==> config.mk <==
export PLATFORM = sky130hd
export DESIGN_NAME = dce_front_flat
export DESIGN_NICKNAME = d
export VERILOG_FILES = /design/src/sv/dce_pkg.sv /design/src/sv/dce_in_if.sv /design/src/sv/dce_front.sv /design/src/flat_wrapper.sv
export SDC_FILE = /design/constraint.sdc
export NUM_CORES = 1
export LEC_CHECK = 0
export BUFFER_PORTS_ARGS = -buffer_cell sky130_fd_sc_hd__buf_2
export CAP_MARGIN = 40
export CELL_PAD_IN_SITES_DETAIL_PLACEMENT = 0
export CELL_PAD_IN_SITES_GLOBAL_PLACEMENT = 1
export CORE_AREA = 2 2 72 74
export CTS_BUF_LIST = sky130_fd_sc_hd__clkbuf_4 sky130_fd_sc_hd__clkbuf_8
export DETAILED_ROUTE_END_ITERATION = 16
export DIE_AREA = 0 0 74 76
export GPL_ROUTABILITY_DRIVEN = 0
export PLACE_DENSITY = 0.81
export SLEW_MARGIN = 25
export SYNTH_ARGS = -nofsm -noshare
export SYNTH_HDL_FRONTEND = slang
export SYNTH_SLANG_ARGS = --single-unit
export TNS_END_PERCENT = 20
==> constraint.sdc <==
create_clock -name clk -period 3.5 [get_ports clk]
set_input_delay 0.7 -clock clk [delete_from_list [all_inputs] [get_ports clk]]
set_output_delay 0.7 -clock clk [all_outputs]
set_load 0.005 [all_outputs]
==> src/sv/dce_pkg.sv <==
// ----------------------------------------------------------------------------
// Direct convolution engine package
// Sizes, field widths, opcodes, register indexes and shared types of the
// direct 2D convolution engine.
// ----------------------------------------------------------------------------
`timescale 1ns / 1ps

package dce_pkg;

	localparam int IN_CHANNELS   = 3;
	localparam int OUT_CHANNELS  = 4;
	localparam int KERNEL_ROWS   = 2;
	localparam int KERNEL_COLS   = 2;
	localparam int MAX_DIM       = 8;
	localparam int WEIGHT_COUNT  = 48;
	localparam int SAMPLE_COUNT  = IN_CHANNELS * MAX_DIM * MAX_DIM;
	localparam int OUT_DIM_LIMIT = 4;
	localparam int OUT_CH_RUN    = (OUT_CHANNELS < OUT_DIM_LIMIT) ? OUT_CHANNELS : OUT_DIM_LIMIT;

	// Reset weights step up by one every RESET_GROUP entries.
	localparam int RESET_GROUP = 12;
	localparam int Q_ONE       = 256;

	localparam int OPCODE_W   = 2;
	localparam int SLOT_W     = 8;
	localparam int SAMPLE_W   = 16;
	localparam int PROD_W     = 2 * SAMPLE_W;
	localparam int SUM_W      = 35;
	localparam int COORD_W    = 2;
	localparam int CFG_IDX_W  = 3;
	localparam int CFG_DATA_W = 4;
	localparam int STEP_W     = 3;
	localparam int IN_DIM_W   = 4;
	localparam int OUT_DIM_W  = 3;

	localparam int WADDR_W = $clog2(WEIGHT_COUNT);
	localparam int SADDR_W = $clog2(SAMPLE_COUNT);
	localparam int DIM_IDX_W = $clog2(MAX_DIM);
	localparam int POS_W   = 6;
	localparam int WI_W    = 7;
	localparam int IC_W    = (IN_CHANNELS > 1) ? $clog2(IN_CHANNELS) : 1;
	localparam int KR_W    = (KERNEL_ROWS > 1) ? $clog2(KERNEL_ROWS) : 1;
	localparam int KC_W    = (KERNEL_COLS > 1) ? $clog2(KERNEL_COLS) : 1;
	localparam int OC_W    = (OUT_CH_RUN > 1) ? $clog2(OUT_CH_RUN) : 1;

	localparam int QUEUE_DEPTH = 2;
	localparam int QPTR_W      = $clog2(QUEUE_DEPTH);

	localparam logic [OPCODE_W-1:0] OP_WEIGHT = 2'd0;
	localparam logic [OPCODE_W-1:0] OP_SAMPLE = 2'd1;
	localparam logic [OPCODE_W-1:0] OP_RUN    = 2'd2;

	localparam logic [CFG_IDX_W-1:0] REG_STEP_X     = 3'd0;
	localparam logic [CFG_IDX_W-1:0] REG_STEP_Y     = 3'd1;
	localparam logic [CFG_IDX_W-1:0] REG_IN_HEIGHT  = 3'd2;
	localparam logic [CFG_IDX_W-1:0] REG_IN_WIDTH   = 3'd3;
	localparam logic [CFG_IDX_W-1:0] REG_OUT_HEIGHT = 3'd4;
	localparam logic [CFG_IDX_W-1:0] REG_OUT_WIDTH  = 3'd5;

	typedef enum logic [1:0] {
		K_WEIGHT,
		K_SAMPLE,
		K_RUN
	} kind_t;

	typedef struct packed {
		kind_t                      kind;
		logic [SLOT_W-1:0]          addr;
		logic signed [SAMPLE_W-1:0] data;
	} entry_t;

	typedef struct packed {
		logic   valid;
		entry_t entry;
	} q_head_t;

	// Q8.8 reset value of a weight entry: one more unit for every group
	// boundary that the index has passed.
	function automatic logic signed [SAMPLE_W-1:0] weight_reset(input logic [WADDR_W-1:0] idx);
		logic [SAMPLE_W-1:0] value;
		value = SAMPLE_W'(Q_ONE);
		for (int g = 1; g * RESET_GROUP < WEIGHT_COUNT; g++) begin
			if (int'(idx) >= g * RESET_GROUP) begin
				value = value + SAMPLE_W'(Q_ONE);
			end
		end
		return value;
	endfunction

endpackage

==> src/sv/dce_in_if.sv <==
// ----------------------------------------------------------------------------
// Input request channel
// Carries one opcode, slot and sample per request with valid and ready.
// ----------------------------------------------------------------------------
`timescale 1ns / 1ps

interface dce_in_if;
	logic                                valid;
	logic                                ready;
	logic [dce_pkg::OPCODE_W-1:0]        opcode;
	logic [dce_pkg::SLOT_W-1:0]          slot;
	logic signed [dce_pkg::SAMPLE_W-1:0] sample;

	modport source (output valid, output opcode, output slot, output sample, input ready);
	modport sink (input valid, input opcode, input slot, input sample, output ready);
endinterface

==> src/sv/dce_front.sv <==
// ----------------------------------------------------------------------------
// Convolution engine front end
// Accepts requests, drops the ones that do nothing and queues the rest
// for the back end in a two-entry queue.
// ----------------------------------------------------------------------------
`timescale 1ns / 1ps

module dce_front (
	input  logic             clk,
	input  logic             arst_n,
	dce_in_if.sink           in_ch,
	input  logic             pop,
	output dce_pkg::q_head_t head
);

	dce_pkg::entry_t      mem_q [dce_pkg::QUEUE_DEPTH];
	logic [dce_pkg::QPTR_W-1:0] wr_ptr_q;
	logic [dce_pkg::QPTR_W-1:0] rd_ptr_q;
	logic [dce_pkg::QPTR_W:0]   count_q;
	logic                       keep;
	logic                       push;
	dce_pkg::kind_t             kind;

	// Out-of-range writes and the unused opcode are taken and dropped here.
	always_comb begin
		keep = 1'b0;
		kind = dce_pkg::K_RUN;
		case (in_ch.opcode)
			dce_pkg::OP_WEIGHT: begin
				keep = in_ch.slot < dce_pkg::SLOT_W'(dce_pkg::WEIGHT_COUNT);
				kind = dce_pkg::K_WEIGHT;
			end
			dce_pkg::OP_SAMPLE: begin
				keep = in_ch.slot < dce_pkg::SLOT_W'(dce_pkg::SAMPLE_COUNT);
				kind = dce_pkg::K_SAMPLE;
			end
			dce_pkg::OP_RUN: begin
				keep = 1'b1;
				kind = dce_pkg::K_RUN;
			end
			default: begin
				keep = 1'b0;
				kind = dce_pkg::K_RUN;
			end
		endcase
	end

	assign in_ch.ready = count_q != (dce_pkg::QPTR_W + 1)'(dce_pkg::QUEUE_DEPTH);
	assign push        = in_ch.valid && in_ch.ready && keep;

	always_ff @(posedge clk) begin
		if (push) begin
			mem_q[wr_ptr_q] <= '{kind: kind, addr: in_ch.slot, data: in_ch.sample};
		end
	end

	always_ff @(posedge clk or negedge arst_n) begin
		if (!arst_n) begin
			wr_ptr_q <= '0;
			rd_ptr_q <= '0;
			count_q  <= '0;
		end else begin
			if (push) begin
				wr_ptr_q <= wr_ptr_q + 1'b1;
			end
			if (pop) begin
				rd_ptr_q <= rd_ptr_q + 1'b1;
			end
			if (push && !pop) begin
				count_q <= count_q + 1'b1;
			end else if (pop && !push) begin
				count_q <= count_q - 1'b1;
			end
		end
	end

	assign head.valid = count_q != '0;
	assign head.entry = mem_q[rd_ptr_q];

	a_pop_not_empty: assert property (@(posedge clk) disable iff (!arst_n)
		pop |-> count_q != '0)
		else $error("back end popped an empty queue");

	a_push_counts: assert property (@(posedge clk) disable iff (!arst_n)
		(push && !pop) |=> count_q == $past(count_q) + 1'b1)
		else $error("queue fill count missed a push");

endmodule

==> src/flat_wrapper.sv <==
// flat-port wrapper written by rule: the top's interface ports become plain ports
module dce_front_flat 
  (clk, arst_n, pop, head, in_ch_valid, in_ch_opcode, in_ch_slot, in_ch_sample, in_ch_ready);
  dce_in_if in_ch_i ();
  input  logic clk;
  input  logic arst_n;
  input  logic pop;
  output dce_pkg::q_head_t head;
  input wire logic [$bits(in_ch_i.valid)-1:0] in_ch_valid;
  input wire logic [$bits(in_ch_i.opcode)-1:0] in_ch_opcode;
  input wire logic [$bits(in_ch_i.slot)-1:0] in_ch_slot;
  input wire logic [$bits(in_ch_i.sample)-1:0] in_ch_sample;
  output wire logic [$bits(in_ch_i.ready)-1:0] in_ch_ready;
  assign in_ch_i.valid = in_ch_valid;
  assign in_ch_i.opcode = in_ch_opcode;
  assign in_ch_i.slot = in_ch_slot;
  assign in_ch_i.sample = in_ch_sample;
  assign in_ch_ready = in_ch_i.ready;
  dce_front u_core (.clk(clk), .arst_n(arst_n), .in_ch(in_ch_i), .pop(pop), .head(head));
endmodule
==> Word-level counts from Yosys, hierarchy flattened <==
Memories as Yosys holds them, arrays and structs flattened.
Cells that the tools add are included.
{ "word_totals": {"ff_bits": 4, "latchBits": 0, "mem_bits_rw": 52, "mem_bits_ro": 0, "in_bits": 30, "out_inout_bits": 28, "word_cells": 28, "mem_count": 1} }
{ "mem_list": {"columns": ["name", "depth", "width", "read_ports", "rd_ports_with_merged_regs", "write_ports", "line_no", "rtl"], "rows": [
  ["u_core.mem_q", 2, 26, 1, 0, 1, "dce_front.sv:16", "dce_pkg::entry_t mem_q [dce_pkg::QUEUE_DEPTH];"]
]} }
{ "op_classes": {"add_sub_neg": 4, "mul": 0, "div_mod_pow": 0, "magnitude_cmp": 2, "n_eq_ne": 3, "shifts": 0, "n_mux": 6, "bitwise_logic": 0, "n_reduce_logical": 9} }
{ "op_table": {"columns": ["operator", "count"], "rows": [
  ["8-bit by 6-bit less-than comparator with 1-bit output, second input constant", 1],
  ["8-bit less-than comparator, second input constant", 1],
  ["1-bit logical AND", 4],
  ["2-bit 2-to-1 mux", 2],
  ["2-bit case mux with 2 select lines", 1],
  ["2-bit nonzero test", 2],
  ["1-bit case mux with 3 select lines", 1],
  ["1-bit adder, second input constant", 2],
  ["2-bit by 1-bit adder with 2-bit output, second input constant", 1],
  ["2-bit by 1-bit == test with 1-bit output, second input constant", 1],
  ["2-bit == test, second input constant", 1],
  ["1-bit logical NOT", 2],
  ["2-bit logical NOT", 1],
  ["1-bit 2-to-1 mux", 2],
  ["2-bit != test, second input constant", 1],
  ["2-bit by 1-bit subtractor with 2-bit output, second input constant", 1]
]} }

==> Depth between registers and ports, before layout <==
{ "logic_depth": {"word_depth": 7, "ltp_mapped": 7, "mapped_depth_nobuf": 7} }

==> Worst setup path before layout <==
OpenSTA, ideal clock, no wires.
{ "synth_timing": {"kind": "input-to-reg", "from": "input port in_ch_slot[5]", "to": "memory u_core.mem_q[1][0] (netlist name), enable pin", "setup_time_ps": 442, "arrival_time_ps": 3027, "required_ps": 3058, "path_slack_ps": 31, "stages": 3, "path_buffers": 0, "cell_sequence": "a211o_1 > a22o_1 > nor3_1"} }
{ "synth_between": {"elab_chain_len": 5, "elab_cells_between_ends": 6, "classes_between": "2 x order compare; 3 x mux; 1 x reduce/logical"} }
{ "synth_rtl": {"columns": ["element", "line_no", "rtl"], "rows": [
  ["start: declaration", "flat_wrapper.sv:11", "input wire logic [$bits(in_ch_i.slot)-1:0] in_ch_slot;"],
  ["8-bit less-than comparator / 8-bit by 6-bit less-than comparator with 1-bit output (equally long branches)", "dce_front.sv:34, dce_front.sv:30", null],
  ["1-bit case mux with 3 select lines *", "dce_front.sv:28", "case (in_ch.opcode)"],
  ["1-bit logical AND *", "dce_front.sv:49", "assign push = in_ch.valid && in_ch.ready && keep;"],
  ["1-bit 2-to-1 mux *", "dce_front.sv:52", "if (push) begin"],
  ["1-bit 2-to-1 mux (not written as such) *", "dce_front.sv:53", "mem_q[wr_ptr_q] <= '{kind: kind, addr: in_ch.slot, data: in_ch.sample};"],
  ["end: declaration", "dce_front.sv:16", null]
]} }
Mark *: on every way between the ends. The rest lies on a longest branch, timed or not.

==> results.md <==
* Leak at 1.01 nW
* Clock tree buffer depth at 2
* Mapped Cells at 110
* Worst hold slack at 0.183 ns
* WL/cell at 14.4 µm
* Die area at 5620 µm²
* #FFs+latches synth at 56
* Slowest cell delay on critical path at 0.39 ns
* RSZ-0062 raised after global routing: no
* Yosys warnings at 0
* First-pass GRT wire length at 5.32 mm
* H-tree depth at 2
* Fmax at 449 MHz
* Worst min-delay path category: primary input to asynchronous set/reset pin
* Top cells by area, synth: edfxtp_1, mux2_2, dfrtp_1, xor2_1, nand3_1
* Peak supply drop at 0.321 mV
* # rows at 26
* # resized after CTS at 0
* Clock power frac at 23.7%
* Ys flop type: edfxtp_1
* WP data required at 2.80 ns
* Grt total ovfl at 0
* Synth top cells by count: edfxtp_1, mux2_2, dfrtp_1, nor2_1
* Pwr dens at 693 nW/µm²
* Die Ht at 76 µm
* Share of cells above drive strength 1 at 56.9%
* Final Hold Vio Count at 0
* Overall power at 1.83 mW
* Initial Util at 43.6%
* Total core area at 4910 µm²
* Final HPWL DP at 2.41 mm
* Initial antenna violation count at 0
* Vias at 1168
* Clk Latency, worst-skew pair at 0.30 ns
* Internal power component at 1.35 mW
* Sequential area share after synthesis at 77.7%
* MaxCap Viol Count at 0
* ANT cells at 0
* Area grow syn2layout at 23.4%
* Status: completed
* Setup crit end kind: output pin
* # DRC at 0
* CP startpoint kind: register
* Gate power share at 27.9%
* Clk_skew at 0.00370 ns
* First-pass DRT Iterations at 4
* Syn Nets at 141
* Ports at 58
* Drt total wl at 3.52 mm
* Critical path's slowest cell: mux2_2
* # fillers at 409
* Number of global-route vias before repair at 1190
* # hold bufs at CTS at 0
* Crit path time final at 2.23 ns
* Crit share post-route at 63.7%
* Syn Area/Cell at 19.5 µm²
* CTS tree: done
* CP max FO at 26
* CTS clk-pin slew, worst paths at 0.09 ns
* Num CTS Buffers at 5
* Initial DRC Count at 69
* Cell taking the most area after synthesis: edfxtp_1
* Flop pwr share at 48.5%
* Setup repair bufs after CTS at 0
* Worst-Margin Slew at 0.354 ns
* Synth top area share at 73.0%
* Distinct cells, synth at 22
* Worst-path cell chain: buf_4 > mux2_2 > buf_2
* Most frequent cell after synthesis: edfxtp_1
* Largest net degree at the start of global routing at 27
* Critical path arrival at 1.53 ns
* Antenna Nets Post-Route at 0
* Layout net count at 204
* Vias per cell at 4.79
* Worst slew margin at 76.4%
* Fin. max-slew vios at 0
* Root buf cell: clkbuf_8
* Synth Cell Area at 2140 µm²
* Clock Sinks at 56
* GRT Total Usage at 12.7%
* Ys async rst share at 7.14%
* Setup TNS at 0 ns
* Switching part of the total power at 26.2%
* Die width at 74 µm
* I/O Buffers at 57
* Number of synthesized flops with an enable pin at 52
* Final setup viols at 0
* Psw at 0.479 mW
* Critical path type: register to output pin
==> power groups by stage <==
| stage | clock, mW | sequential [mW] | combinational [mW] |
|---|---|---|---|
| 4_1_cts | 0.444 | 0.888 | 0.524 |
| 5_1_grt | 0.474 | 0.897 | 0.558 |
| 3_3_place_gp | 0 | 0.896 | 0.508 |
| 3_5_place_dp | 0 | 0.903 | 0.521 |
| 2_1_floorplan | 0 | 0.892 | 0.334 |
| 6_report | 0.433 | 0.886 | 0.510 |
==> flip-flops by register name, summed over array words and instances, names as in the netlist <==
| signal | flops |
|---|---|
| u_core.wr_ptr_q | 1 |
| u_core.count_q | 2 |
| u_core.rd_ptr_q | 1 |
| u_core.mem_q | 52 |
==> worst max-delay path: cells and delay by family, from the launching register on <==
family | cells | cell delay (ns)
DFF | 1 | 0.37
muxes | 1 | 0.39
buffers and inverters | 2 | 0.46
==> cell usage in the layout, fill, tap and decap left out <==
| master | count |
|---|---|
| buf_2 | 57 |
| edfxtp_1 | 52 |
| mux2_2 | 26 |
| clkbuf_8 | 6 |
| dfrtp_1 | 4 |
| nor2_1 | 3 |
| nand3_1 | 3 |
| xor2_1 | 3 |
| buf_4 | 3 |
| inv_1 | 2 |
| nand2b_1 | 1 |
| nand2_1 | 1 |
| a21o_2 | 1 |
| a211o_1 | 1 |
| a22o_1 | 1 |
| nor2b_1 | 1 |
| or2_2 | 1 |
| nor3_2 | 1 |
| nor2_2 | 1 |
| xnor2_1 | 1 |
| a21o_1 | 1 |
| o2111ai_2 | 1 |
| ha_1 | 1 |
| clkinv_4 | 1 |
| bufinv_16 | 1 |
==> through the flow <==
stage / setup slack (ns) / std cells / util, % / area [µm²]
after floorplan: 0.0308 / 110 / - / 2140
after global placement: 1.33 / 236 / 51.3 / 2520
after detailed placement: 1.29 / 236 / 51.3 / 2520
after CTS: 1.23 / 244 / 53.7 / 2640
after global routing: 1.18 / 244 / 53.7 / 2640
final: 1.27 / 244 / 53.7 / 2640
==> worst paths after layout <==
path,from,end,slack (ns),cells after the start
min,arst_n,u_core.count_q[0],0.18,1
max,u_core.rd_ptr_q,head[2],1.27,3
min in group clk,u_core.rd_ptr_q,u_core.rd_ptr_q,0.47,1
max reg2reg,u_core.count_q[0],u_core.mem_q[1][10],1.94,4
max in group asynchronous,arst_n,u_core.rd_ptr_q,3.19,1
min reg2reg,u_core.rd_ptr_q,u_core.rd_ptr_q,0.47,1
==> metal layers <==
| metal | vias up | track usage (%) | wire, µm |
|---|---|---|---|
| li1 | 545 | - | - |
| met1 | 582 | 14.1 | 1450 |
| met2 | 36 | 22.1 | 1810 |
| met3 | 5 | 2.65 | 186 |
| met4 | 0 | 7.09 | 70 |
| met5 | - | 0 | 0 |
==> area by class of cell <==
| type | count | area, µm² | share of cell area [%] |
|---|---|---|---|
| Sequential cell | 56 | 1660 | 62.9 |
| Clock inverter | 2 | 38.8 | 1.47 |
| Tap cell | 70 | 87.6 | 3.32 |
| Clock buffer | 6 | 82.6 | 3.13 |
| Timing Repair Buffer | 60 | 308 | 11.7 |
| Inverter | 2 | 7.51 | 0.284 |
| Multi-Input combinational cell | 48 | 454 | 17.2 |
==> cell families (layout without fill, tap and decap cells) <==
kind of cell	Yosys count	in the layout	share of synthesized area, %
fa+ha+maj	1	1	0.585
compound gates	5	5	2.28
buf+inv	6	70	1.46
simple gates	12	12	2.69
flops	56	56	77.7
mux	26	26	13.7
xor+xnor	4	4	1.64
No activity file was read; power rests on OpenSTA's default activity.
