File: config.mk
export PLATFORM = sky130hd
export DESIGN_NAME = dce_back_flat
export DESIGN_NICKNAME = d
export VERILOG_FILES = /design/src/sv/dce_pkg.sv /design/src/sv/dce_out_if.sv /design/src/sv/dce_cfg_if.sv /design/src/sv/dce_ram.sv /design/src/sv/dce_back.sv /design/src/flat_wrapper.sv
export SDC_FILE = /design/constraint.sdc
export NUM_CORES = 2
export LEC_CHECK = 0
export ABC_CLOCK_PERIOD_IN_PS = 10700
export BUFFER_PORTS_ARGS = -buffer_cell sky130_fd_sc_hd__buf_2
export CORE_MARGIN = 4
export CORE_UTILIZATION = 39
export CTS_CLUSTER_DIAMETER = 120
export DETAILED_ROUTE_END_ITERATION = 7
export HOLD_SLACK_MARGIN = 0.08
export PLACE_DENSITY = 0.59
export SLEW_MARGIN = 0
export SYNTH_ARGS = -nofsm -noshare
export SYNTH_HDL_FRONTEND = slang
export SYNTH_HIERARCHICAL = 1
export SYNTH_SLANG_ARGS = --single-unit
export TNS_END_PERCENT = 20
File: constraint.sdc
create_clock -name clk -period 10.7 [get_ports clk]
set_input_delay 0 -clock clk [delete_from_list [all_inputs] [get_ports clk]]
set_output_delay 0 -clock clk [all_outputs]
set_load 0.1 [all_outputs]
File: src/sv/dce_pkg.sv
// ----------------------------------------------------------------------------
// Direct convolution engine package
// Sizes, field widths, opcodes, register indexes and shared types of the
// direct 2D convolution engine.
// ----------------------------------------------------------------------------
`timescale 1ns / 1ps

package dce_pkg;

	localparam int IN_CHANNELS   = 3;
	localparam int OUT_CHANNELS  = 4;
	localparam int KERNEL_ROWS   = 2;
	localparam int KERNEL_COLS   = 2;
	localparam int MAX_DIM       = 8;
	localparam int WEIGHT_COUNT  = 48;
	localparam int SAMPLE_COUNT  = IN_CHANNELS * MAX_DIM * MAX_DIM;
	localparam int OUT_DIM_LIMIT = 4;
	localparam int OUT_CH_RUN    = (OUT_CHANNELS < OUT_DIM_LIMIT) ? OUT_CHANNELS : OUT_DIM_LIMIT;

	// Reset weights step up by one every RESET_GROUP entries.
	localparam int RESET_GROUP = 12;
	localparam int Q_ONE       = 256;

	localparam int OPCODE_W   = 2;
	localparam int SLOT_W     = 8;
	localparam int SAMPLE_W   = 16;
	localparam int PROD_W     = 2 * SAMPLE_W;
	localparam int SUM_W      = 35;
	localparam int COORD_W    = 2;
	localparam int CFG_IDX_W  = 3;
	localparam int CFG_DATA_W = 4;
	localparam int STEP_W     = 3;
	localparam int IN_DIM_W   = 4;
	localparam int OUT_DIM_W  = 3;

	localparam int WADDR_W = $clog2(WEIGHT_COUNT);
	localparam int SADDR_W = $clog2(SAMPLE_COUNT);
	localparam int DIM_IDX_W = $clog2(MAX_DIM);
	localparam int POS_W   = 6;
	localparam int WI_W    = 7;
	localparam int IC_W    = (IN_CHANNELS > 1) ? $clog2(IN_CHANNELS) : 1;
	localparam int KR_W    = (KERNEL_ROWS > 1) ? $clog2(KERNEL_ROWS) : 1;
	localparam int KC_W    = (KERNEL_COLS > 1) ? $clog2(KERNEL_COLS) : 1;
	localparam int OC_W    = (OUT_CH_RUN > 1) ? $clog2(OUT_CH_RUN) : 1;

	localparam int QUEUE_DEPTH = 2;
	localparam int QPTR_W      = $clog2(QUEUE_DEPTH);

	localparam logic [OPCODE_W-1:0] OP_WEIGHT = 2'd0;
	localparam logic [OPCODE_W-1:0] OP_SAMPLE = 2'd1;
	localparam logic [OPCODE_W-1:0] OP_RUN    = 2'd2;

	localparam logic [CFG_IDX_W-1:0] REG_STEP_X     = 3'd0;
	localparam logic [CFG_IDX_W-1:0] REG_STEP_Y     = 3'd1;
	localparam logic [CFG_IDX_W-1:0] REG_IN_HEIGHT  = 3'd2;
	localparam logic [CFG_IDX_W-1:0] REG_IN_WIDTH   = 3'd3;
	localparam logic [CFG_IDX_W-1:0] REG_OUT_HEIGHT = 3'd4;
	localparam logic [CFG_IDX_W-1:0] REG_OUT_WIDTH  = 3'd5;

	typedef enum logic [1:0] {
		K_WEIGHT,
		K_SAMPLE,
		K_RUN
	} kind_t;

	typedef struct packed {
		kind_t                      kind;
		logic [SLOT_W-1:0]          addr;
		logic signed [SAMPLE_W-1:0] data;
	} entry_t;

	typedef struct packed {
		logic   valid;
		entry_t entry;
	} q_head_t;

	// Q8.8 reset value of a weight entry: one more unit for every group
	// boundary that the index has passed.
	function automatic logic signed [SAMPLE_W-1:0] weight_reset(input logic [WADDR_W-1:0] idx);
		logic [SAMPLE_W-1:0] value;
		value = SAMPLE_W'(Q_ONE);
		for (int g = 1; g * RESET_GROUP < WEIGHT_COUNT; g++) begin
			if (int'(idx) >= g * RESET_GROUP) begin
				value = value + SAMPLE_W'(Q_ONE);
			end
		end
		return value;
	endfunction

endpackage

File: src/sv/dce_out_if.sv
// ----------------------------------------------------------------------------
// Result channel
// Carries one convolution output with its coordinates and the last mark.
// ----------------------------------------------------------------------------
`timescale 1ns / 1ps

interface dce_out_if;
	logic                             valid;
	logic                             ready;
	logic [dce_pkg::COORD_W-1:0]      out_channel;
	logic [dce_pkg::COORD_W-1:0]      out_row;
	logic [dce_pkg::COORD_W-1:0]      out_col;
	logic signed [dce_pkg::SUM_W-1:0] sum_value;
	logic                             last;

	modport source (output valid, output out_channel, output out_row, output out_col,
		output sum_value, output last, input ready);
	modport sink (input valid, input out_channel, input out_row, input out_col,
		input sum_value, input last, output ready);
endinterface

File: src/sv/dce_cfg_if.sv
// ----------------------------------------------------------------------------
// Configuration write channel
// Carries a register index and write data with valid and ready.
// ----------------------------------------------------------------------------
`timescale 1ns / 1ps

interface dce_cfg_if;
	logic                           valid;
	logic                           ready;
	logic [dce_pkg::CFG_IDX_W-1:0]  index;
	logic [dce_pkg::CFG_DATA_W-1:0] data;

	modport source (output valid, output index, output data, input ready);
	modport sink (input valid, input index, input data, output ready);
endinterface

File: src/sv/dce_ram.sv
// ----------------------------------------------------------------------------
// Generic RAM
// One write port and one read port with registered read data.
// ----------------------------------------------------------------------------
`timescale 1ns / 1ps

module dce_ram #(
	parameter int WIDTH = 16,
	parameter int DEPTH = 64
) (
	input  logic                                      clk,
	input  logic                                      we,
	input  logic [((DEPTH > 1) ? $clog2(DEPTH) : 1)-1:0] waddr,
	input  logic [WIDTH-1:0]                          wdata,
	input  logic [((DEPTH > 1) ? $clog2(DEPTH) : 1)-1:0] raddr,
	output logic [WIDTH-1:0]                          rdata
);

	logic [WIDTH-1:0] mem_q [DEPTH];

	always_ff @(posedge clk) begin
		if (we) begin
			mem_q[waddr] <= wdata;
		end
		rdata <= mem_q[raddr];
	end

endmodule

File: src/sv/dce_back.sv
// ----------------------------------------------------------------------------
// Convolution engine back end
// Holds the configuration registers and both stores, performs queued
// writes and walks every output window tap by tap through a
// read, multiply and accumulate pipeline.
// ----------------------------------------------------------------------------
`timescale 1ns / 1ps

module dce_back (
	input  logic             clk,
	input  logic             arst_n,
	input  dce_pkg::q_head_t head,
	output logic             pop,
	dce_cfg_if.sink          cfg,
	dce_out_if.source        out_ch
);

	typedef enum logic [1:0] {
		B_IDLE,
		B_ISSUE,
		B_WAIT,
		B_EMIT
	} state_t;

	state_t st_q;

	logic [dce_pkg::STEP_W-1:0]    step_x_q;
	logic [dce_pkg::STEP_W-1:0]    step_y_q;
	logic [dce_pkg::IN_DIM_W-1:0]  in_height_q;
	logic [dce_pkg::IN_DIM_W-1:0]  in_width_q;
	logic [dce_pkg::OUT_DIM_W-1:0] out_height_q;
	logic [dce_pkg::OUT_DIM_W-1:0] out_width_q;

	logic [dce_pkg::OC_W-1:0]      oc_q;
	logic [dce_pkg::COORD_W-1:0]   oy_q;
	logic [dce_pkg::COORD_W-1:0]   ox_q;
	logic [dce_pkg::OUT_DIM_W-1:0] oh_q;
	logic [dce_pkg::OUT_DIM_W-1:0] ow_q;
	logic [dce_pkg::IC_W-1:0]      ic_q;
	logic [dce_pkg::KR_W-1:0]      kr_q;
	logic [dce_pkg::KC_W-1:0]      kc_q;

	logic [dce_pkg::OUT_DIM_W-1:0] oh_sat;
	logic [dce_pkg::OUT_DIM_W-1:0] ow_sat;
	logic [dce_pkg::IN_DIM_W-1:0]  rows;
	logic [dce_pkg::IN_DIM_W-1:0]  cols;
	logic [dce_pkg::POS_W-1:0]     row_pos;
	logic [dce_pkg::POS_W-1:0]     col_pos;
	logic [dce_pkg::WI_W-1:0]      widx;
	logic [dce_pkg::SADDR_W-1:0]   saddr;
	logic                          tap_in;
	logic                          tap_first;
	logic                          tap_last;
	logic                          out_free;
	logic                          pos_last;
	logic                          issue;

	logic                          valid_s1;
	logic                          in_s1;
	logic                          first_s1;
	logic                          last_s1;
	logic [dce_pkg::WADDR_W-1:0]   waddr_s1;
	logic signed [dce_pkg::SAMPLE_W-1:0] sample_s1;
	logic signed [dce_pkg::SAMPLE_W-1:0] weight_s1;
	logic [dce_pkg::SAMPLE_W-1:0]  srdata;
	logic [dce_pkg::SAMPLE_W-1:0]  wrdata;
	logic signed [dce_pkg::PROD_W-1:0] prod_s1;

	logic                          valid_s2;
	logic                          first_s2;
	logic                          last_s2;
	logic signed [dce_pkg::PROD_W-1:0] prod_s2;

	logic signed [dce_pkg::SUM_W-1:0] acc_q;
	logic [dce_pkg::WEIGHT_COUNT-1:0] wvalid_q;

	logic we_weight;
	logic we_sample;

	// Configuration registers; writes to unknown indexes are taken and ignored.
	assign cfg.ready = 1'b1;

	always_ff @(posedge clk or negedge arst_n) begin
		if (!arst_n) begin
			step_x_q     <= 3'd2;
			step_y_q     <= 3'd2;
			in_height_q  <= 4'd4;
			in_width_q   <= 4'd4;
			out_height_q <= 3'd2;
			out_width_q  <= 3'd2;
		end else if (cfg.valid) begin
			case (cfg.index)
				dce_pkg::REG_STEP_X:     step_x_q     <= cfg.data[dce_pkg::STEP_W-1:0];
				dce_pkg::REG_STEP_Y:     step_y_q     <= cfg.data[dce_pkg::STEP_W-1:0];
				dce_pkg::REG_IN_HEIGHT:  in_height_q  <= cfg.data[dce_pkg::IN_DIM_W-1:0];
				dce_pkg::REG_IN_WIDTH:   in_width_q   <= cfg.data[dce_pkg::IN_DIM_W-1:0];
				dce_pkg::REG_OUT_HEIGHT: out_height_q <= cfg.data[dce_pkg::OUT_DIM_W-1:0];
				dce_pkg::REG_OUT_WIDTH:  out_width_q  <= cfg.data[dce_pkg::OUT_DIM_W-1:0];
				default: begin
				end
			endcase
		end
	end

	assign oh_sat = (out_height_q > dce_pkg::OUT_DIM_W'(dce_pkg::OUT_DIM_LIMIT)) ?
		dce_pkg::OUT_DIM_W'(dce_pkg::OUT_DIM_LIMIT) : out_height_q;
	assign ow_sat = (out_width_q > dce_pkg::OUT_DIM_W'(dce_pkg::OUT_DIM_LIMIT)) ?
		dce_pkg::OUT_DIM_W'(dce_pkg::OUT_DIM_LIMIT) : out_width_q;
	assign rows = (in_height_q > dce_pkg::IN_DIM_W'(dce_pkg::MAX_DIM)) ?
		dce_pkg::IN_DIM_W'(dce_pkg::MAX_DIM) : in_height_q;
	assign cols = (in_width_q > dce_pkg::IN_DIM_W'(dce_pkg::MAX_DIM)) ?
		dce_pkg::IN_DIM_W'(dce_pkg::MAX_DIM) : in_width_q;

	// Window tap addressing for the current output and kernel position.
	assign row_pos = dce_pkg::POS_W'(oy_q) * dce_pkg::POS_W'(step_y_q) + dce_pkg::POS_W'(kr_q);
	assign col_pos = dce_pkg::POS_W'(ox_q) * dce_pkg::POS_W'(step_x_q) + dce_pkg::POS_W'(kc_q);
	assign widx = dce_pkg::WI_W'(((int'(oc_q) * dce_pkg::IN_CHANNELS + int'(ic_q))
		* dce_pkg::KERNEL_ROWS + int'(kr_q)) * dce_pkg::KERNEL_COLS + int'(kc_q));
	assign saddr = dce_pkg::SADDR_W'(int'(ic_q) * dce_pkg::MAX_DIM * dce_pkg::MAX_DIM
		+ int'(row_pos[dce_pkg::DIM_IDX_W-1:0]) * dce_pkg::MAX_DIM
		+ int'(col_pos[dce_pkg::DIM_IDX_W-1:0]));
	assign tap_in = (row_pos < dce_pkg::POS_W'(rows)) && (col_pos < dce_pkg::POS_W'(cols))
		&& (widx < dce_pkg::WI_W'(dce_pkg::WEIGHT_COUNT));
	assign tap_first = (ic_q == '0) && (kr_q == '0) && (kc_q == '0);
	assign tap_last = (ic_q == dce_pkg::IC_W'(dce_pkg::IN_CHANNELS - 1))
		&& (kr_q == dce_pkg::KR_W'(dce_pkg::KERNEL_ROWS - 1))
		&& (kc_q == dce_pkg::KC_W'(dce_pkg::KERNEL_COLS - 1));
	assign issue = st_q == B_ISSUE;

	assign pop       = (st_q == B_IDLE) && head.valid;
	assign we_weight = pop && (head.entry.kind == dce_pkg::K_WEIGHT);
	assign we_sample = pop && (head.entry.kind == dce_pkg::K_SAMPLE);

	dce_ram #(
		.WIDTH (dce_pkg::SAMPLE_W),
		.DEPTH (dce_pkg::WEIGHT_COUNT)
	) u_weight_ram (
		.clk   (clk),
		.we    (we_weight),
		.waddr (head.entry.addr[dce_pkg::WADDR_W-1:0]),
		.wdata (head.entry.data),
		.raddr (widx[dce_pkg::WADDR_W-1:0]),
		.rdata (wrdata)
	);

	dce_ram #(
		.WIDTH (dce_pkg::SAMPLE_W),
		.DEPTH (dce_pkg::SAMPLE_COUNT)
	) u_sample_ram (
		.clk   (clk),
		.we    (we_sample),
		.waddr (head.entry.addr[dce_pkg::SADDR_W-1:0]),
		.wdata (head.entry.data),
		.raddr (saddr),
		.rdata (srdata)
	);

	// A weight entry that was never written reads as its reset value.
	always_ff @(posedge clk or negedge arst_n) begin
		if (!arst_n) begin
			wvalid_q <= '0;
		end else if (we_weight) begin
			wvalid_q[head.entry.addr[dce_pkg::WADDR_W-1:0]] <= 1'b1;
		end
	end

	assign sample_s1 = srdata;
	assign weight_s1 = wvalid_q[waddr_s1] ? wrdata : dce_pkg::weight_reset(waddr_s1);
	assign prod_s1   = sample_s1 * weight_s1;

	always_ff @(posedge clk or negedge arst_n) begin
		if (!arst_n) begin
			valid_s1 <= 1'b0;
			valid_s2 <= 1'b0;
		end else begin
			valid_s1 <= issue;
			valid_s2 <= valid_s1;
		end
	end

	always_ff @(posedge clk) begin
		in_s1    <= tap_in;
		first_s1 <= tap_first;
		last_s1  <= tap_last;
		waddr_s1 <= widx[dce_pkg::WADDR_W-1:0];
		first_s2 <= first_s1;
		last_s2  <= last_s1;
		prod_s2  <= in_s1 ? prod_s1 : '0;
		if (valid_s2) begin
			acc_q <= first_s2 ? dce_pkg::SUM_W'(prod_s2) : acc_q + dce_pkg::SUM_W'(prod_s2);
		end
	end

	assign out_free = !out_ch.valid || out_ch.ready;
	assign pos_last = (oc_q == dce_pkg::OC_W'(dce_pkg::OUT_CH_RUN - 1))
		&& ({1'b0, oy_q} == oh_q - 3'd1) && ({1'b0, ox_q} == ow_q - 3'd1);

	always_ff @(posedge clk or negedge arst_n) begin
		if (!arst_n) begin
			st_q               <= B_IDLE;
			oc_q               <= '0;
			oy_q               <= '0;
			ox_q               <= '0;
			oh_q               <= '0;
			ow_q               <= '0;
			ic_q               <= '0;
			kr_q               <= '0;
			kc_q               <= '0;
			out_ch.valid       <= 1'b0;
			out_ch.out_channel <= '0;
			out_ch.out_row     <= '0;
			out_ch.out_col     <= '0;
			out_ch.sum_value   <= '0;
			out_ch.last        <= 1'b0;
		end else begin
			if (out_ch.valid && out_ch.ready && (st_q != B_EMIT)) begin
				out_ch.valid <= 1'b0;
			end
			case (st_q)
				B_IDLE: begin
					if (pop && (head.entry.kind == dce_pkg::K_RUN)
						&& (oh_sat != '0) && (ow_sat != '0)) begin
						oh_q <= oh_sat;
						ow_q <= ow_sat;
						oc_q <= '0;
						oy_q <= '0;
						ox_q <= '0;
						ic_q <= '0;
						kr_q <= '0;
						kc_q <= '0;
						st_q <= B_ISSUE;
					end
				end
				B_ISSUE: begin
					if (kc_q == dce_pkg::KC_W'(dce_pkg::KERNEL_COLS - 1)) begin
						kc_q <= '0;
						if (kr_q == dce_pkg::KR_W'(dce_pkg::KERNEL_ROWS - 1)) begin
							kr_q <= '0;
							if (ic_q == dce_pkg::IC_W'(dce_pkg::IN_CHANNELS - 1)) begin
								ic_q <= '0;
								st_q <= B_WAIT;
							end else begin
								ic_q <= ic_q + 1'b1;
							end
						end else begin
							kr_q <= kr_q + 1'b1;
						end
					end else begin
						kc_q <= kc_q + 1'b1;
					end
				end
				B_WAIT: begin
					if (valid_s2 && last_s2) begin
						st_q <= B_EMIT;
					end
				end
				B_EMIT: begin
					if (out_free) begin
						out_ch.valid       <= 1'b1;
						out_ch.out_channel <= dce_pkg::COORD_W'(oc_q);
						out_ch.out_row     <= oy_q;
						out_ch.out_col     <= ox_q;
						out_ch.sum_value   <= acc_q;
						out_ch.last        <= pos_last;
						st_q               <= B_ISSUE;
						if ({1'b0, ox_q} == ow_q - 3'd1) begin
							ox_q <= '0;
							if ({1'b0, oy_q} == oh_q - 3'd1) begin
								oy_q <= '0;
								if (oc_q == dce_pkg::OC_W'(dce_pkg::OUT_CH_RUN - 1)) begin
									oc_q <= '0;
									st_q <= B_IDLE;
								end else begin
									oc_q <= oc_q + 1'b1;
								end
							end else begin
								oy_q <= oy_q + 1'b1;
							end
						end else begin
							ox_q <= ox_q + 1'b1;
						end
					end
				end
				default: begin
					st_q <= B_IDLE;
				end
			endcase
		end
	end

	a_no_write_in_flight: assert property (@(posedge clk) disable iff (!arst_n)
		pop |-> !valid_s1 && !valid_s2)
		else $error("store write while window reads are in flight");

	a_last_tap_emits: assert property (@(posedge clk) disable iff (!arst_n)
		(valid_s2 && last_s2) |=> st_q == B_EMIT)
		else $error("finished window sum not handed to the output stage");

	a_run_ends_idle: assert property (@(posedge clk) disable iff (!arst_n)
		(st_q == B_EMIT && out_free && pos_last) |=> st_q == B_IDLE && out_ch.last)
		else $error("run did not end on its last output");

endmodule

File: src/flat_wrapper.sv
// flat-port wrapper written by rule: the top's interface ports become plain ports
module dce_back_flat 
  (clk, arst_n, head, pop, cfg_valid, cfg_index, cfg_data, cfg_ready, out_ch_valid, out_ch_out_channel, out_ch_out_row, out_ch_out_col, out_ch_sum_value, out_ch_last, out_ch_ready);
  dce_cfg_if cfg_i ();
  dce_out_if out_ch_i ();
  input  logic clk;
  input  logic arst_n;
  input  dce_pkg::q_head_t head;
  output logic pop;
  input wire logic [$bits(cfg_i.valid)-1:0] cfg_valid;
  input wire logic [$bits(cfg_i.index)-1:0] cfg_index;
  input wire logic [$bits(cfg_i.data)-1:0] cfg_data;
  output wire logic [$bits(cfg_i.ready)-1:0] cfg_ready;
  output wire logic [$bits(out_ch_i.valid)-1:0] out_ch_valid;
  output wire logic [$bits(out_ch_i.out_channel)-1:0] out_ch_out_channel;
  output wire logic [$bits(out_ch_i.out_row)-1:0] out_ch_out_row;
  output wire logic [$bits(out_ch_i.out_col)-1:0] out_ch_out_col;
  output wire logic [$bits(out_ch_i.sum_value)-1:0] out_ch_sum_value;
  output wire logic [$bits(out_ch_i.last)-1:0] out_ch_last;
  input wire logic [$bits(out_ch_i.ready)-1:0] out_ch_ready;
  assign cfg_i.valid = cfg_valid;
  assign cfg_i.index = cfg_index;
  assign cfg_i.data = cfg_data;
  assign cfg_ready = cfg_i.ready;
  assign out_ch_valid = out_ch_i.valid;
  assign out_ch_out_channel = out_ch_i.out_channel;
  assign out_ch_out_row = out_ch_i.out_row;
  assign out_ch_out_col = out_ch_i.out_col;
  assign out_ch_sum_value = out_ch_i.sum_value;
  assign out_ch_last = out_ch_i.last;
  assign out_ch_i.ready = out_ch_ready;
  dce_back u_core (.clk(clk), .arst_n(arst_n), .head(head), .pop(pop), .cfg(cfg_i), .out_ch(out_ch_i));
endmodule
# Yosys cells after proc, flatten, opt, wreduce, memory -nomap -nowiden

Memory sizes are Yosys's and may differ from the RTL's. A register that Yosys moved wholly into a read port is not among the register bits.
Index checks and enable logic that the tools add are counted.

Multiply operators: 4
Reduce and logical (&&, ||, !) cells: 43
Order comparisons: 13
Eq/ne operators: 23
Bitwise operators: 3
Multiplexer cells: 53
Add/sub/neg operators: 18

Operators by type and width:

| operator                                                                     | count |
|---|---|
| 16-bit 2-to-1 mux                                                            | 3 |
| 48-bit OR                                                                    | 1 |
| 2-bit 2-to-1 mux                                                             | 21 |
| 35-bit by 32-bit adder with 35-bit output                                    | 1 |
| 35-bit 2-to-1 mux                                                            | 1 |
| 16-bit by 16-bit multiplier with 32-bit output                               | 1 |
| 1-bit logical AND                                                            | 18 |
| 2-bit AND reduction                                                          | 9 |
| 16-bit by 9-bit adder with 16-bit output, second input constant              | 1 |
| 2-bit one-hot mux with 2 select lines                                        | 4 |
| 6-bit by 7-bit less-than comparator with 1-bit output, second input constant | 2 |
| 1-bit 2-to-1 mux                                                             | 14 |
| 5-bit by 1-bit adder with 6-bit output                                       | 2 |
| 6-bit by 4-bit less-than comparator with 1-bit output                        | 2 |
| 2-bit by 1-bit inequality test with 1-bit output, second input constant      | 6 |
| 10-bit by 9-bit adder with 11-bit output, second input constant              | 1 |
| 2-bit equality test, second input constant                                   | 5 |
| 2-bit by 3-bit multiplier with 5-bit output                                  | 2 |
| 10-bit 2-to-1 mux                                                            | 1 |
| 2-bit by 1-bit adder with 2-bit output, second input constant                | 4 |
| 8-bit by 4-bit adder with 8-bit output                                       | 1 |
| 8-bit by 6-bit adder with 8-bit output                                       | 1 |
| 4-bit greater-than comparator, second input constant                         | 2 |
| 4-bit 2-to-1 mux                                                             | 2 |
| 34 further kinds                                                             | 52 |

Output and inout port bits: 45
Logic and storage cells: 191
Memory bits (writable): 3,840
Flip-flop bits (word level): 209
Memories: 2

Memory list:

| name                      | depth | width | read ports | clocked after Yosys merged registers in | write ports | RTL line      | RTL |
|---|---|---|---|---|---|---|---|
| u_core.u_sample_ram.mem_q | 192   | 16    | 1          | 1                                       | 1           | dce_ram.sv:19 | `logic [WIDTH-1:0] mem_q [DEPTH];` |
| u_core.u_weight_ram.mem_q | 48    | 16    | 1          | 1                                       | 1           | dce_ram.sv:19 |  |

# Logic depth before layout (Yosys ltp)

Depth in word-level cells: 8
Depth in mapped cells: 30
Mapped depth without buffers: 27

# By module

The synthesis kept the hierarchy.

By module, submodules not included:

| module                        | instances | area each (um^2) | cells an instance |
|---|---|---|---|
| dce_ram (u_core.u_sample_ram) | 1         | 118,255.9        | 4,937 |
| dce_ram (u_core.u_weight_ram) | 1         | 30,300.3         | 1,499 |
| dce_back                      | 1         | 20,512.2         | 2,073 |

# Worst setup path before layout

OpenSTA, ideal clock, no wires.

Path type: reg2reg
From: register u_core/waddr_s1[0] in the netlist's numbering
To: register u_core/prod_s2[29] in the netlist's numbering
Buffers on the path: 3
Library setup time: 0.122 ns
Data required time: 10.578 ns
Cell stages (with the launch flop): 28
Data arrival time: 7.626 ns
Path slack: 2.952 ns
Path through: dfxtp_1 > buf_6 > mux4_2 > mux4_2 > mux2i_1 > o21ai_2 > buf_2 > clkbuf_1 > and3_1 > fa_1 > inv_1 > fa_1 > inv_1 > fa_1 > fa_1 > fa_1 > inv_1 > fa_1 > inv_1 > ha_1 > and3_1 > nor2b_1 > a221oi_1 > o211ai_1 > o2111ai_1 > nand3b_1 > mux2i_1 > a311o_1

Longest elaborated chain between the ends: 8

Ends and longest elaborated chain:

| item                                               | RTL line        | RTL |
|---|---|---|
| start, declared                                    | dce_back.sv:62  | `logic [dce_pkg::WADDR_W-1:0] waddr_s1;` |
| start signal, assigned                             | dce_back.sv:185 | `waddr_s1 <= widx[dce_pkg::WADDR_W-1:0];` |
| 6-bit by 4-bit >= comparator with 1-bit output     | dce_pkg.sv:83   | `if (int'(idx) >= g * RESET_GROUP) begin` |
| 10-bit 2-to-1 mux                                  | dce_pkg.sv:83   |  |
| 10-bit by 9-bit adder with 11-bit output           | dce_pkg.sv:84   | `value = value + SAMPLE_W'(Q_ONE);` |
| 16-bit 2-to-1 mux                                  | dce_pkg.sv:83   |  |
| 16-bit by 9-bit adder with 16-bit output           | dce_pkg.sv:84   |  |
| 16-bit 2-to-1 mux                                  | dce_pkg.sv:83   |  |
| 16-bit 2-to-1 mux (*)                              | dce_back.sv:168 | `assign weight_s1 = wvalid_q[waddr_s1] ? wrdata : dce_pkg::weight_reset(waddr_s1);` |
| 16-bit by 16-bit multiplier with 32-bit output (*) | dce_back.sv:169 | `assign prod_s1 = sample_s1 * weight_s1;` |
| end signal, assigned                               | dce_back.sv:188 | `prod_s2 <= in_s1 ? prod_s1 : '0;` |
| end, declared                                      | dce_back.sv:72  | `logic signed [dce_pkg::PROD_W-1:0] prod_s2;` |

Every way passes the cells marked *; elsewhere a longest branch is shown, timed or not. The select of a mux whose other input is x is not followed.
A chain may end at the register's enable or synchronous reset.

# Worst setup path in the final report

Same ends and word-level chain as after synthesis.

==> out/results.tsv <==
stage	metric	value	unit
timing	worst_slew_pin_slew	1.458	ns
grt	grt_use_total	0.1955	
drt	initialDrtViolationCount	9272	
floorplan	dieHeight	666.4	um
run	maxCapViolCount	0	
synth	ys_ff_latch	4081	
timing	post-route-period-util	0.8486	
setup_path	crit_top_cell	fa_1	
synth	synth_top_area_frac	0.6883	
pwr	irDropWorstVdd	237.3	uV
drt	vias	85230	
grt	grt_pass1_wl	634.5	mm
synth	synth.top_cells.by_area	edfxtp_1 69%, mux4_2 13%, fa_1 3.2%	
final_layout	final_cell_mix	3875 x edfxtp_1, 981 x mux4_2, 427 x clkbuf_16, 369 x inv_1, 361 x mux2i_1	
final_layout	area_delta_synth_final	13.41	%
final_layout	final_common_cell	edfxtp_1	
floorplan	row_count	241	
timing	clock_skew	0.09738	ns
floorplan	die_w	666.4	um
synth	synth.avg_cell_area	19.87	um2
setup_path	worstPathArrival	9.94	ns
final_layout	nets	9437	
cts	cts_buffers	416	
drt	drt_wl_total	439.4	mm
pwr	total_power	51.35	mW
cts	clkTransAtPathRegs	0.06	ns
timing	finalMaxSlewViolations	0	
placed_design	numPortBuffers	81	
floorplan	fp.dieArea	0.4441	mm2
grt	grt_max_degree	153	
floorplan	io_pins	83	
setup_path	startpoint_type	flop	
synth	syn-cell-area	0.1691	mm2
timing	setup_tns	0	ns
timing	whs	0.1245	ns
drt	ant_nets	0	
cts	worstSkewPairLatency	0.99	ns
timing	clock.fmax	110.1	MHz
floorplan	core	0.4315	mm2
synth	synth_top_area_cell	edfxtp_1	
cts	clock-sinks	4081	
cts	cts_htree_levels	5	
cts	clock-root-buffer	clkbuf_16	
drt	viasPerCell	5.655	
setup_path	critPathMaxFanout	33	
drt	wl_per_cell	29.15	um
synth	synthMuxAreaShare	0.1590	
placed_design	dp.cells	14220	
setup_path	cpMaxStageDelayCell	dfxtp_1	
timing	relSlewSlack	0.02826	
setup_path	required	11.56	ns
grt	overflow	0	
final_layout	final-instance-count-excl-fill	15070	
synth	async_flop_share	0.03210	
timing	finalSetupViolCount	0	
timing	finalHoldViolCount	0	
timing	fin_crit	9.080	ns
placed_design	place_area	0.1777	mm2
placed_design	pre_cts_slack	1.598	ns
synth	syn_nets	8954	
placed_design	dp.final_hpwl	266.5	mm
cts	cts_tree	built	
synth	synth_top_family_by_area	multiplexers	
synth	synth-compound-area-share	0.02735	
floorplan	initial_core_util	0.3918	
synth	synth_xor_area_frac	0.002746	
setup_path	critical-path-max-stage-delay	0.82	ns
timing	fin_ws	1.620	ns
synth	synth_cells	8509	
setup_path	path_class	flop to flop	
final_layout	final_util	0.4444	
cts	cts_buffer_depth	4	
timing	rsz0062_at_grt	false	
grt	grt_pass1_vias	87200	
final_layout	n_fill_cell	36370	
synth	synth_ff_type	edfxtp_1	
pwr	powerDensity	267.8	mW/mm2
final_layout	multi_input_area	0.04462	mm2
run_status	status	finished clean	
grt	antenna_found_initial	30	
setup_path	end_kind	flop	
synth	synthSimpleGateAreaFrac	0.03068	
final_layout	regArea	0.1212	mm2
worst_hold_path	holdCritPathClass	primary input to flop	
synth	synth-edff-count	3875	
synth	yosysUniqueCellTypes	80	
placed_design	gp_routability_congestion	0.8867	
synth	synth_fa_ha_area_frac	0.04198	
synth	ys.warnings.count	6	
pwr	power.leakage	62.97	nW
synth	seq_area_frac_synth	0.7166	
drt	dr.pass1.iters	6	
final_layout	drive_above_1_share	0.2398	
final_layout	final_cell_area	0.1917	mm2
drt	route.detailed.drc	0	
[final timing paths]
check                                    from                           endpoint  slack, ns  depth (start not counted)
max                        u_core/waddr_s1[0]                 u_core/prod_s2[29]       1.62                         27
min                                   head[1]  u_core/u_sample_ram/mem_q[176][1]       0.12                          2
max reg2reg                u_core/waddr_s1[0]                 u_core/prod_s2[29]       1.62                         27
min reg2reg                   u_core/first_s1                    u_core/first_s2       0.33                          0
max in group asynchronous              arst_n                        u_core/kr_q       9.07                          5
min in group asynchronous              arst_n         u_core/out_ch.sum_value[2]       0.64                          5
[cell usage after synthesis (22+ instances only)]
cell	n
and2_1	51
a22o_1	45
mux2_2	104
a22oi_1	108
a221oi_1	44
clkbuf_1	186
nor2b_1	34
buf_2	92
xnor2_1	31
o22ai_1	28
nand2b_1	28
mux4_2	981
nand4_1	30
nand2_1	296
nand3_1	82
xor2_1	22
a21o_1	30
buf_6	47
o21bai_1	49
inv_1	369
buf_1	49
nor3_1	35
dfxtp_1	75
fa_1	267
o21ai_0	71
nor2_1	320
and3_1	140
mux2i_1	361
a21oi_1	104
ha_1	140
buf_4	54
dfrtp_1	125
edfxtp_1	3875
[where the power goes]
| group | switching [mW] | leakage (nW) | internal (mW) |
|---|---|---|---|
| clock | 6.07 | 6.50 | 8.12 |
| combinational | 10.9 | 19.4 | 7.71 |
| sequential | 0.602 | 37.1 | 17.9 |
[logic make-up after synthesis]
group | after synthesis
other | 1
and+or+nand+nor | 1087
muxes | 1446
DFF | 4081
buffers and inverters | 798
xor gates and xnor gates | 53
AOI/OAI and AO/OA | 636
adders and majority gates | 407
[state kept, by name, summed over array words and instances, names as in the netlist, 3 cells and up]
register and count:
u_core/u_sample_ram/mem_q 3072, u_core/u_weight_ram/mem_q 768, u_core/wvalid_q 48, u_core/acc_q 35
u_core/out_ch.sum_value 35, u_core/prod_s2 32, u_core/u_sample_ram/rdata 16, u_core/u_weight_ram/rdata 16
u_core/waddr_s1 6, u_core/in_height_q 4, u_core/in_width_q 4, u_core/oh_q 3
u_core/out_height_q 3, u_core/out_width_q 3, u_core/ow_q 3, u_core/step_x_q 3
u_core/step_y_q 3
[layer usage]
| metal | GRT usage | vias up | wire length, um |
|---|---|---|---|
| li1 | - | 35250 | - |
| met1 | 0.2785 | 45970 | 185600 |
| met2 | 0.3109 | 3349 | 207900 |
| met3 | 0.03659 | 654 | 33740 |
| met4 | 0.04992 | 12 | 12030 |
| met5 | 0 | - | 82 |
[timing repair]
| action | CTS | global route |
|---|---|---|
| endpoints found under the hold margin | 1978 | 0 |
| gates resized for setup | 0 | 0 |
| hold buffers | 65 | 0 |
| setup buffers | 0 | 0 |
[worst max-delay path, delay by kind of cell (launching register included)]
family | cells | cell delay [ns]
adders and majority gates | 7 | 3.54
buffers and inverters | 6 | 0.70
DFF | 1 | 0.82
and+or+nand+nor | 5 | 1.01
AOI/OAI and AO/OA | 5 | 1.43
muxes | 4 | 1.48
[final cells by class]
class	instances	area share
diodes	18	0.0002349
clock buffers	517	0.05789
clock inverters	253	0.01159
inverters	370	0.007243
multi-input cells	3630	0.2327
flip-flops and latches	4081	0.6319
well taps	5710	0.03726
repair buffers	493	0.02123
Power figures use the tool's default switching activity.
